===== src/sv/rtac_pkg.sv =====
// Shared types, constants and functions of the tag access checker
`timescale 1ns / 1ps

package rtac_pkg;

    localparam int NUM_ENTRIES = 5;
    localparam int ID_CHARS    = 8;
    localparam int LEVEL_W     = 2;
    localparam int LEVELS_W    = NUM_ENTRIES * LEVEL_W;
    localparam int INDEX_W     = 3;
    localparam int SWITCH_W    = 18;

    localparam logic [7:0]          RESTART_CHAR = 8'h2E;
    localparam logic [7:0]          GREEN_ON     = 8'hFF;
    localparam logic [SWITCH_W-1:0] RED_ON       = 18'h3FFFF;
    localparam logic [LEVELS_W-1:0] LEVELS_RESET = 10'd991;

    localparam logic [INDEX_W-1:0] CFG_TAG_ZERO    = 3'd0;
    localparam logic [INDEX_W-1:0] CFG_ENTRY_LEVELS = 3'd5;

    typedef logic [31:0] t_tag_array [NUM_ENTRIES];

    localparam t_tag_array TAG_RESET = '{
        32'h372F64F0, 32'hA70B64F0, 32'hE71EB654, 32'h876EA2FD, 32'h278F63F0
    };

    typedef struct packed {
        logic [31:0]         seg_high_word;
        logic [31:0]         seg_low_word;
        logic                known_tag;
        logic [INDEX_W-1:0]  entry_index;
        logic                granted;
        logic [7:0]          green_leds;
        logic [SWITCH_W-1:0] red_leds;
    } t_result;

    function automatic logic [3:0] char_to_nibble(input logic [7:0] c);
        logic [3:0] d;
        if (c < 8'd65) begin
            d = c[3:0];
        end else begin
            d = c[3:0] - 4'd7;
        end
        return d;
    endfunction

    function automatic logic is_upper_hex(input logic [7:0] c);
        return ((c >= 8'd48) && (c <= 8'd57)) || ((c >= 8'd65) && (c <= 8'd70));
    endfunction

    function automatic logic [6:0] seg_code(input logic [3:0] n);
        logic [6:0] s;
        unique case (n)
            4'h0: s = 7'h3F;
            4'h1: s = 7'h06;
            4'h2: s = 7'h5B;
            4'h3: s = 7'h4F;
            4'h4: s = 7'h66;
            4'h5: s = 7'h6D;
            4'h6: s = 7'h7D;
            4'h7: s = 7'h07;
            4'h8: s = 7'h7F;
            4'h9: s = 7'h6F;
            4'hA: s = 7'h77;
            4'hB: s = 7'h7C;
            4'hC: s = 7'h39;
            4'hD: s = 7'h5E;
            4'hE: s = 7'h79;
            default: s = 7'h71;
        endcase
        return s;
    endfunction

    function automatic logic [31:0] seg_word(input logic [15:0] half);
        logic [31:0] w;
        w = {1'b0, seg_code(half[15:12]), 1'b0, seg_code(half[11:8]),
             1'b0, seg_code(half[7:4]),   1'b0, seg_code(half[3:0])};
        return ~w;
    endfunction

endpackage


===== src/sv/rtac_decide.sv =====
// Tag table compare, level check and display word generation
`timescale 1ns / 1ps

module rtac_decide (
    input  logic [31:0]                     i_id,
    input  logic                            i_nonhex,
    input  rtac_pkg::t_tag_array            i_tags,
    input  logic [rtac_pkg::LEVELS_W-1:0]   i_levels,
    input  logic [rtac_pkg::SWITCH_W-1:0]   i_switch_level,
    output rtac_pkg::t_result               o_result
);

    logic                           known;
    logic [rtac_pkg::INDEX_W-1:0]   idx;
    logic [rtac_pkg::LEVEL_W-1:0]   lvl;
    logic                           grant;

    // lowest matching entry wins
    always_comb begin
        known = 1'b0;
        idx   = '0;
        for (int n = rtac_pkg::NUM_ENTRIES - 1; n >= 0; n--) begin
            if (!i_nonhex && (i_tags[n] == i_id)) begin
                known = 1'b1;
                idx   = rtac_pkg::INDEX_W'(n);
            end
        end
    end

    assign lvl   = rtac_pkg::LEVEL_W'(i_levels >> {idx, 1'b0});
    assign grant = known && ({{(rtac_pkg::SWITCH_W - rtac_pkg::LEVEL_W){1'b0}}, lvl}
                             >= i_switch_level);

    always_comb begin
        o_result.seg_high_word = rtac_pkg::seg_word(i_id[31:16]);
        o_result.seg_low_word  = rtac_pkg::seg_word(i_id[15:0]);
        o_result.known_tag     = known;
        o_result.entry_index   = idx;
        o_result.granted       = grant;
        o_result.green_leds    = grant ? rtac_pkg::GREEN_ON : '0;
        o_result.red_leds      = grant ? '0 : rtac_pkg::RED_ON;
    end

endmodule


===== config.mk =====
export PLATFORM = sky130hd
export DESIGN_NAME = rtac_decide
export DESIGN_NICKNAME = d
export VERILOG_FILES = /design/src/sv/rtac_pkg.sv /design/src/sv/rtac_decide.sv
export SDC_FILE = /design/constraint.sdc
export NUM_CORES = 1
export LEC_CHECK = 0
export ABC_AREA = 1
export BUFFER_PORTS_ARGS = -buffer_cell sky130_fd_sc_hd__buf_2
export CAP_MARGIN = 20
export CORE_MARGIN = 4
export CORE_UTILIZATION = 40
export DETAILED_ROUTE_END_ITERATION = 7
export PLACE_DENSITY = 0.75
export SLEW_MARGIN = 20
export SYNTH_ARGS = -nofsm -noshare
export SYNTH_HDL_FRONTEND = slang
export SYNTH_SLANG_ARGS = --single-unit

===== constraint.sdc =====
create_clock -name vclk -period 7.2
set_input_delay 0 -clock vclk [all_inputs]
set_output_delay 0 -clock vclk [all_outputs]
set_load 0.05 [all_outputs]

==> results of run 1 <==
[worst max-delay path: stages]
cell and delay, ns:
buf_2 0.36, inv_1 0.24, a21oi_1 0.17, nand3_1 0.08, nor2_1 0.22, nand3_1 0.12
nor2_2 0.21, nor2_4 0.09, nand3_2 0.13, nand2_1 0.06, o21ai_1 0.16, nor2_2 0.05
ha_1 0.25, a21boi_0 0.12, o211ai_1 0.72, inv_1 0.28, buf_2 0.30
[area by class of cell]
cell class | instances | share of cell area
antenna | 2 | 0.000764
timing repair buffer | 308 | 0.235
tap | 172 | 0.0329
multi-input combinational | 842 | 0.647
inverter | 144 | 0.0840
[through the flow]
stage / instance area (µm²) / std cells
finish: 6550 / 1468
floorplan: 5350 / 1058
detailed placement: 6550 / 1466
CTS: 6550 / 1466
global placement: 6550 / 1466
global route: 6550 / 1467
[how the worst max path moves through the flow]
stage,start,end
finish,i_id[6],o_result[22]
global route,i_id[6],o_result[22]
CTS,i_id[6],o_result[22]
detailed placement,i_id[6],o_result[22]
global placement,i_id[6],o_result[22]
floorplan,i_id[28],o_result[18]
[layer usage]
| metal | part of all wire | global-route usage |
|---|---|---|
| met5 | 0.00099 | 0 |
| met4 | 0.046 | 0.136 |
| met3 | 0.11 | 0.0517 |
| met2 | 0.47 | 0.563 |
| met1 | 0.37 | 0.378 |
[synth_stat cells (6+ instances only)]
library cell    n  area, µm²
o22ai_1        13       81.3
a21oi_1        37        185
nor3_1         13       65.1
buf_2          13       65.1
o211ai_1        7       52.6
xor2_1         16        140
o21ai_0        68        340
or2_2           7       43.8
a211oi_1        6       45.0
inv_2          22       82.6
a21boi_0        7       52.6
buf_4          42        315
inv_1         118        443
xnor2_1        24        210
buf_6          16        180
a31oi_1         6       37.5
ha_1           42        526
nand2_1       352       1320
nor2_1        139        522
o21ai_1         9       45.0
nand3_1        38        190
nand4_1        17        106
[power groups by stage]
stage / clock network, W / registers, W / logic, W
floorplan: 0 / 0 / 0.000321
global placement: 0 / 0 / 0.000480
detailed placement: 0 / 0 / 0.000481
CTS: 0 / 0 / 0.000482
global route: 0.0000000000186 / 0 / 0.000526
finish: 0.0000000000372 / 0 / 0.000490
[cells by family (layout without fill, tap and decap cells)]
family / count (synthesis) / count (layout)
AO/OA/AOI/OAI: 156 / 156
AND/OR/NAND/NOR: 596 / 596
buffers and inverters: 216 / 452
other: 1 / 10
adder cells (fa/ha/maj): 42 / 42
XOR/XNOR: 40 / 40
==> metrics.md, run 1 <==
| Metric | Value |
|---|---|
| Status | completed |
| Vert. Die Dim | between 100 and 150 µm |
| Min-Delay Endpoint | o_result[40] |
| HP Start | i_id[5] |
| CP required | roughly 7.2 ns |
| Avg Inst Size Synth | just over 5 µm² |
| Gp weighted congestion | about 1.0 |
| Distinct cells, synth | 41 |
| Cts hold-fix bufs | 0 |
| WS Path Type | in2out |
| Post-DP HPWL | around 22 mm |
| Hold path depth | 4 |
| Starting Density | 0.415 |
| Top Ports | 316 |
| First drt pass iteration count | 5 |
| Port bufs | around 310 |
| Maximum vdd drop | 0.0591 mV |
| Core Box Area | ~13,000 µm² |
| Yosys warning count | 0 |
| Reg area | 0 µm² |
| Pin count of the biggest net entering global routing | 20 |
| Adder-cell share of the synthesized area | 0.0987 |
| Combinational Power Share | 1.000 |
| Arr. time, crit path | roughly 3.6 ns |
| Sequential area share after synthesis | 0 |
| Final min period | between 3 and 4 ns |
| MaxCap Viol Count | 0 |
| Die extent in x | 123 µm |
| Seq pwr share | 0 |
| Complex-gate fraction of the synthesized area | 0.162 |
| Area Growth Syn to Fin | 23.0% |
| Commonest cells after routing, fill and taps aside | 352 x nand2_1, 308 x buf_2, 139 x nor2_1 |
| Setup TNS | 0 ns |
| Share of layout cells above drive strength 1 | 0.274 |
| Leak Pwr | slightly below 4 nW |
| Multiplexer share of the synthesized area | 0 |
| Final setup viols | 0 |
| Avg WL per Cell | 17.9 µm |
| F_max | approximately 0.28 GHz |
| WL final | 26.3 mm |
| Clock buffers | 0 |
| Post-CTS Setup Inserts | 0 |
| Full die area | 15,200 µm² |
| Vias in the first global route | 6,873 |
| Total track usage | 0.318 |
| Worst slew margin relative to its limit | 0.397 |
| Commonest non-fill, non-tap cell in the layout | nand2_1 |
| RSZ-0062 raised after global routing | false |
| Crit path capture type | output port |
| Nets | 1,559 |
| DR iter-0 viols | 562 |
| Synthesized area | 5330 µm² |
| Synth Area in XOR/XNOR | 0.0658 |
| Post-Synth Simple-Gate Area | 0.463 |
| Worst-Margin Slew | 0.900 ns |
| DRC viols | 0 |
| Vias/cell | 5.23 |
| Via Count | between 7k and 8k |
| First-pass GRT wire length | 36.9 mm |
| Fillers | 1,494 |
| WHS | 0.524 ns |
| Sw Ratio | 0.699 |
| Std-Cell Rows | 41 |
| Total congestion overflow | 0 |
| P_int | 0.000147 W |
| Setup WS pre-CTS | 3.63 ns |
| Final core utilization | 0.511 |
| Highest fanout seen on the critical path | 19 |
| Post-cts repair resize count | 0 |
| Tcrit/Tclk final | 0.501 |
| Footprint of the multi-input gates | 4240 µm² |
| Final WS setup | 3.59 ns |
| Sw Pwr | 0.000342 W |
| Critical Path Start Type | input pin |
| Initial antenna violation count | 3 |
| Synthesized instance count | 1,051 |
| Clock Power Share | 0 |
| Pwr Total | 0.000490 W |
| Main combinational cell family by area after synthesis | simple AND/OR/NAND/NOR gates |
| Fin. Hold Viols | 0 |
| Max-slew violation count | 0 |
| Hold Path Class | in2out |
| Seq cells | 0 |
| Pwr per Cell Area | 74.8 nW/µm² |
| Post-route ant nets | 0 |
(Power assumes the default switching activity.)
==> inputs of run 2 (changes only) <==
- ABC_AREA: 1 -> 0
- CORE_AREA: default -> 4 4 121 123
- CORE_MARGIN: 4 -> default
- CORE_UTILIZATION: 40 -> default
- DIE_AREA: default -> 0 0 125 127
- PLACE_DENSITY: 0.75 -> 0.68
- clock period: 7.2 -> 3.05 ns (I/O delays scaled with it)
==> run 2 against run 1 <==
Final cell count shrank 28%. Critical endpoint is now o_result[11]. Setup slack worse by 3.5 ns. Combinational power grew 130%.
==> metrics.md, run 2 <==
| Metric | Value |
|---|---|
| Pwr per Cell Area | 171 nW/µm² (was 74.8 nW/µm²) |
| Top Ports | 316 (unchanged) |
| F_max | about 0.34 GHz |
| Hold Path Class | in2out (unchanged) |
| Crit path cell chain | clkbuf_4, buf_4, xnor2_1, nand4_1, nor4_2, nand3_1, buf_4, buf_4, and4b_1, o21ai_2, o31ai_2, ha_1, a21oi_4, buf_6, or3_4, buf_8 (was buf_2, inv_1, a21oi_1, nand3_1, nor2_1, nand3_1, nor2_2, nor2_4, nand3_2, nand2_1, o21ai_1, nor2_2, ha_1, a21boi_0, o211ai_1, inv_1, buf_2) |
| Commonest non-fill, non-tap cell in the layout | buf_2 (was nand2_1) |
| Full die area | 15,900 µm² (was 15,200 µm²) |
| Critical Path Start Type | input pin (unchanged) |
| Fin. Hold Viols | 0 (unchanged) |
| Distinct cells, synth | 44 (was 41) |
| Post-route ant nets | 0 (unchanged) |
| Gp weighted congestion | 0.942 (was 1.03) |
| Nets | 1,144 (was 1,559) |
| Area contributors post-synth | xnor2_1 20%, ha_1 12%, xor2_1 12% (was nand2_1 25%, ha_1 9.9%, nor2_1 9.8%) |
| Final setup viols | 0 (unchanged) |
| First drt pass iteration count | 4 (was 5) |
| Clock buffers | 0 (unchanged) |
| Synthesized instance count | 555 (was 1,051) |
| Hold path depth | 3 (was 4) |
| Sequential area share after synthesis | 0 (unchanged) |
| Arr. time, crit path | 2.95 ns (was 3.61 ns) |
| Yosys warning count | 0 (unchanged) |
| CP required | 3.05 ns (was 7.20 ns) |
| Max incr delay on CP | 0.41 ns (was 0.72 ns) |
| Commonest cells after routing, fill and taps aside | 264 x buf_2, 97 x xnor2_1, 96 x buf_4 (was 352 x nand2_1, 308 x buf_2, 139 x nor2_1) |
| Starting Density | 0.317 (was 0.415) |
| Post-DP HPWL | 17.7 mm (was 22.1 mm) |
| Tcrit/Tclk final | 0.967 |
| First-pass GRT wire length | 28.6 mm (was 36.9 mm) |
| Top cell by count, worst path | buf_4 |
| Vert. Die Dim | 127 µm (was 123 µm) |
| Highest fanout seen on the critical path | 5 (was 19) |
| Cts hold-fix bufs | 0 (unchanged) |
| Area Growth Syn to Fin | 56.1% (was 23.0%) |
| Vias/cell | 4.83 (was 5.23) |
| Leak Pwr | 3.37 nW (was 3.93 nW) |
| Final min period | between 2 and 3 ns |
| Reg area | 0 µm² (unchanged) |
| Status | completed (unchanged) |
| Die extent in x | 125 µm (was 123 µm) |
| Initial antenna violation count | 4 (was 3) |
| Max-slew violation count | 0 (unchanged) |
| Cell taking the most area after synthesis | xnor2_1 (was nand2_1) |
| Share of layout cells above drive strength 1 | 0.509 (was 0.274) |
| WP buf/inv | 6 (was 4) |
| Port bufs | 308 (unchanged) |
| WHS | 0.523 ns (was 0.524 ns) |
| HP Start | i_id[21] (was i_id[5]) |
| Crit path capture type | output port (unchanged) |
| Count leader, synth | xnor2_1 (was nand2_1) |
| Total congestion overflow | 0 (unchanged) |
| DRC viols | 0 (unchanged) |
| CP top delay family | simple AND/OR/NAND/NOR gates (was buffers and inverters) |
| Vias in the first global route | 5,126 (was 6,873) |
| Most frequent cells after synthesis | 101 x xnor2_1, 59 x xor2_1, 42 x ha_1, 41 x buf_4, 36 x inv_1 (was 352 x nand2_1, 139 x nor2_1, 118 x inv_1, 68 x o21ai_0) |
| MaxCap Viol Count | 0 (unchanged) |
| DR iter-0 viols | 124 (was 562) |
| Core Box Area | 13,700 µm² (was 12,800 µm²) |
| Seq cells | 0 (unchanged) |
| Slowest CP cell | or3_4 (was o211ai_1) |
| Std-Cell Rows | 43 (was 41) |
| Total track usage | 0.231 (was 0.318) |
| Avg WL per Cell | 19.2 µm (was 17.9 µm) |
| Min-Delay Endpoint | o_result[77] (was o_result[40]) |
| WS Path Type | in2out (unchanged) |
| Avg Inst Size Synth | 7.79 µm² (was 5.07 µm²) |
| Share of the synthesized area in the top cell type | 0.205 (was 0.248) |
| Pin count of the biggest net entering global routing | 15 (was 20) |
| Via Count | 5,126 (was 7,676) |
| WL final | 20.3 mm (was 26.3 mm) |
| Crit path launch | i_id[19] (was i_id[6]) |
| Setup TNS | 0 ns (unchanged) |
| Maximum vdd drop | 0.0960 mV (was 0.0591 mV) |
| Synthesized area | 4330 µm² (was 5330 µm²) |
run 2: changes by cell type in the layout (fill, tap and decap cells not counted), sizes merged, moves of 15 or more:
cell / previous run / this run
inv: 144 / 36
xor2: 16 / 59
nor2: 144 / 31
a21oi: 37 / 9
xnor2: 24 / 101
buf: 308 / 383
nand3: 39 / 15
nor4: 4 / 19
nand2: 358 / 3
mux2i: 0 / 21
o21ai: 77 / 11
run 2: worst min-delay path, stage by stage:
cell and delay [ns]:
clkbuf_4 0.21, o22ai_1 0.11, buf_2 0.21
run 2: timing repair:
action | in CTS | in global routing
pin swaps | 5 | 28
endpoints found under the setup margin | 27 | 27
buffers inserted | 3 | 2
gates cloned | 1 | 2
gates resized for setup | 37 | 90
run 2: final cells by class:
cell class / count / area, µm²
fillers: 1344 / 6920
diodes: 3 / 7.51
multi-input cells: 452 / 3960
inverters: 36 / 135
well taps: 180 / 225
repair buffers: 391 / 2420
run 2: worst max path at each step:
stage / to / slack, ns / cells past startpoint
2_1_floorplan: o_result[10] / 0.05 / 13
3_3_place_gp: o_result[7] / -0.28 / 15
3_5_place_dp: o_result[5] / -0.33 / 15
4_1_cts: o_result[5] / 0.02 / 15
5_1_grt: o_result[11] / -0.04 / 16
6_report: o_result[11] / 0.1 / 16
run 2: per-layer routing:
layer / vias up / wire length, µm / track usage
met3: 18 / 1320 / 0.0410
met2: 214 / 10600 / 0.435
met4: 2 / 360 / 0.0542
met1: 2354 / 8020 / 0.271
met5: - / 7 / 0
li1: 2538 / - / -
run 2: where the power goes:
group / switching (W) / internal [W]
registers: 0 / 0
logic: 0.000690 / 0.000463
clock network: 0 / 0.000000000132
run 2: kinds of logic (layout without fill, tap and decap cells):
group | count (synthesis) | count (layout) | synth area share
fa+ha+maj | 42 | 42 | 0.121
mux | 29 | 29 | 0.0903
compound gates | 74 | 74 | 0.124
other cells | 1 | 11 | 0.000867
xor+xnor | 160 | 160 | 0.324
buf+inv | 112 | 427 | 0.156
simple gates | 137 | 139 | 0.183
run 2: per-stage QoR:
step                instance area [µm²]  setup WS, ns  instances   util  total power, W
detailed placement                 6230        -0.331       1054  0.456         0.00110
global route                       6750       -0.0411       1062  0.494         0.00123
CTS                                6390        0.0160       1058  0.468         0.00112
global placement                   6230        -0.282       1054  0.456         0.00110
finish                             6750        0.0995       1062  0.494         0.00115
floorplan                          4360        0.0509        562      -        0.000717
==> inputs of run 3 (changes only) <==
==> constraint.sdc (replaced) <==
create_clock -name vclk -period 3.05
set_input_delay 0.61 -clock vclk [all_inputs]
set_output_delay 0.61 -clock vclk [all_outputs]
set_load 0.05 [all_outputs]
==> run 3 against run 2 <==
The flow now finishes with violations (negative setup slack). Die area stayed put. Critical path depth down 1. Highest routed layer unchanged. Global-route usage is 0.36 points higher. Routed wire length is 0.79% higher. Utilization is 1.6 points higher. First-iteration DRC count increased by 40%. Largest cell class unchanged. Final cell count rose by 1.2%. Setup slack worse by 1.4 ns. Via count grew 3.2%. Worst hold slack better by 1.2 ns. Cell area is 3.2% higher.
==> metrics.md, run 3 (synthesis gave the netlist of run 2 again) <==
| Metric | Value |
|---|---|
| Status | finished with violations (was completed) |
| Violated checks | negative setup slack |
| RSZ-0062 raised after global routing | true |
| Sw Pwr | 0.000689 W (was 0.000690 W) |
| Crit path launch | i_id[17] (was i_id[19]) |
| Commonest non-fill, non-tap cell in the layout | buf_2 (unchanged) |
| CP Depth | 15 (was 16) |
| WS Path Type | in2out (unchanged) |
| Core Box Area | 13,700 µm² (unchanged) |
| Commonest cells after routing, fill and taps aside | 255 x buf_2, 106 x buf_4, 94 x xnor2_1 (was 264 x buf_2, 97 x xnor2_1, 96 x buf_4) |
| Crit path cell chain | buf_2, xor2_1, nor4_1, nand4_1, nor3_4, or4b_4, o21ai_2, o31a_1, ha_1, nand2b_4, a21oi_4, buf_6, nor3_4, buf_4, buf_8 (was clkbuf_4, buf_4, xnor2_1, nand4_1, nor4_2, nand3_1, buf_4, buf_4, and4b_1, o21ai_2, o31ai_2, ha_1, a21oi_4, buf_6, or3_4, buf_8) |
| Pwr per Cell Area | 167 nW/µm² (was 171 nW/µm²) |
| Total congestion overflow | 0 (unchanged) |
| CP top delay family | simple AND/OR/NAND/NOR gates (unchanged) |
| Pwr Total | 0.00117 W (was 0.00115 W) |
| Std-Cell Rows | 43 (unchanged) |
| DR iter-0 viols | 173 (was 124) |
| Tcrit/Tclk final | 1.41 (was 0.967) |
| Slowest CP cell | nor3_4 (was or3_4) |
| Final min period | 4.31 ns (was 2.95 ns) |
| Clock Power Share | 0 (about the same) |
| Gp weighted congestion | 0.902 (was 0.942) |
| MaxCap Viol Count | 0 (unchanged) |
| Top Ports | 316 (unchanged) |
| Combinational Power Share | 1.000 (about the same) |
| First-pass GRT wire length | 29.2 mm (was 28.6 mm) |
| Vert. Die Dim | 127 µm (unchanged) |
| Maximum vdd drop | 0.115 mV (was 0.0960 mV) |
| DRC viols | 0 (unchanged) |
| WP buf/inv | 4 (was 6) |
| Full die area | 15,900 µm² (unchanged) |
| Port bufs | 308 (unchanged) |
| Pin count of the biggest net entering global routing | 15 (unchanged) |
| N_diodes | 0 (was 3) |
| P_int | 0.000478 W (was 0.000463 W) |
| Initial antenna violation count | 1 (was 4) |
| WHS | 1.73 ns (was 0.523 ns) |
| Die extent in x | 125 µm (unchanged) |
| Reg area | 0 µm² (unchanged) |
| CP required | 2.44 ns (was 3.05 ns) |
| Arr. time, crit path | 3.70 ns (was 2.95 ns) |
| Setup WS pre-CTS | -1.40 ns (was -0.331 ns) |
| Post-route ant nets | 0 (unchanged) |
| Vias/cell | 4.92 (was 4.83) |
| Vias in the first global route | 5,147 (was 5,126) |
| Cts hold-fix bufs | 0 (unchanged) |
| Leak Pwr | 3.51 nW (was 3.37 nW) |
| WL final | 20.5 mm (was 20.3 mm) |
| Cell Count, Final, Fillers Out | 1,075 (was 1,062) |
| Fin. Hold Viols | 0 (unchanged) |
| Highest fanout seen on the critical path | 7 (was 5) |
| Sw Ratio | 0.590 (was 0.599) |
| Clock buffers | 0 (unchanged) |
| First drt pass iteration count | 5 (was 4) |
| Avg WL per Cell | 19.1 µm (was 19.2 µm) |
| Top cell by count, worst path | nor3_4 (was buf_4) |
| Seq pwr share | 0 (about the same) |
| Final WS setup | -1.26 ns (was 0.0995 ns) |
| Final setup viols | 31 (was 0) |
| Seq cells | 0 (unchanged) |
| Share of layout cells above drive strength 1 | 0.520 (was 0.509) |
| Nets | 1,160 (was 1,144) |
| Via Count | 5,290 (was 5,126) |
| Hold Path Class | in2out (unchanged) |
| F_max | 0.232 GHz (was 0.339 GHz) |
| End of the critical path | o_result[24] (was o_result[11]) |
| Critical Path Start Type | input pin (unchanged) |
| Max-slew violation count | 0 (unchanged) |
| Max incr delay on CP | 0.39 ns (was 0.41 ns) |
| Total track usage | 0.234 (was 0.231) |
| Post-DP HPWL | 17.9 mm (was 17.7 mm) |
| Crit path capture type | output port (unchanged) |
| Starting Density | 0.317 (unchanged) |
| Area Growth Syn to Fin | 61.1% (was 56.1%) |
| Placed insts | 1,058 (was 1,054) |
==> run 3: cell types whose count changed in the layout (fill, tap and decap cells not counted), moves of 4 or more <==
cell,delta
buf_2,-9
buf_4,+10
buf_6,+18
clkbuf_4,-8
nor3_2,-4
==> run 3: through the flow <==
stage,TNS [ns],utilization,area [µm²]
6_report,-31.76,0.510,6970
5_1_grt,-33.95,0.510,6970
4_1_cts,-28.29,0.497,6800
3_5_place_dp,-38.76,0.462,6320
3_3_place_gp,-39.07,0.462,6320
2_1_floorplan,-24.00,-,4600
==> run 3: metal layers <==
metal | vias up | GRT usage | wire, µm
met2 | 247 | 0.446 | 10600
met3 | 19 | 0.0288 | 1210
met4 | 2 | 0.0204 | 192
met5 | - | 0 | 7
met1 | 2467 | 0.294 | 8450
li1 | 2555 | - | -
==> run 3: power groups by stage <==
stage	sequential [W]	clock (W)	combinational [W]
floorplan	0	0	0.000734
global placement	0	0	0.00111
detailed placement	0	0	0.00111
CTS	0	0	0.00116
global route	0	0	0.00124
finish	0	0	0.00117
==> run 3: tightest hold or removal path: cells and delay by family <==
family,cells,cell delay [ns]
buf+inv,2,0.36
simple gates,1,0.10
compound gates,1,0.04
==> run 3: worst min path at each step <==
stage                       start            to  depth (start not counted)
3_3_place_gp   i_switch_level[11]  o_result[23]                          5
3_5_place_dp   i_switch_level[11]  o_result[24]                          5
6_report                 i_id[14]  o_result[60]                          4
4_1_cts                  i_id[30]  o_result[92]                          4
5_1_grt                  i_id[14]  o_result[60]                          4
2_1_floorplan            i_nonhex  o_result[27]                          4
==> run 3: final cells by class <==
| class | instances | area, µm² |
|---|---|---|
| Tap cell | 180 | 225 |
| Multi-Input combinational cell | 453 | 3940 |
| Inverter | 36 | 138 |
| Timing Repair Buffer | 406 | 2670 |
| Fill cell | 1345 | 6700 |
==> run 3: what timing repair did <==
| action | CTS | global route |
|---|---|---|
| endpoints found under the setup margin | 31 | 31 |
| pin swaps | 30 | 18 |
| buffers inserted | 5 | 11 |
| gates resized for setup | 117 | 25 |
| cloned | 2 | 1 |
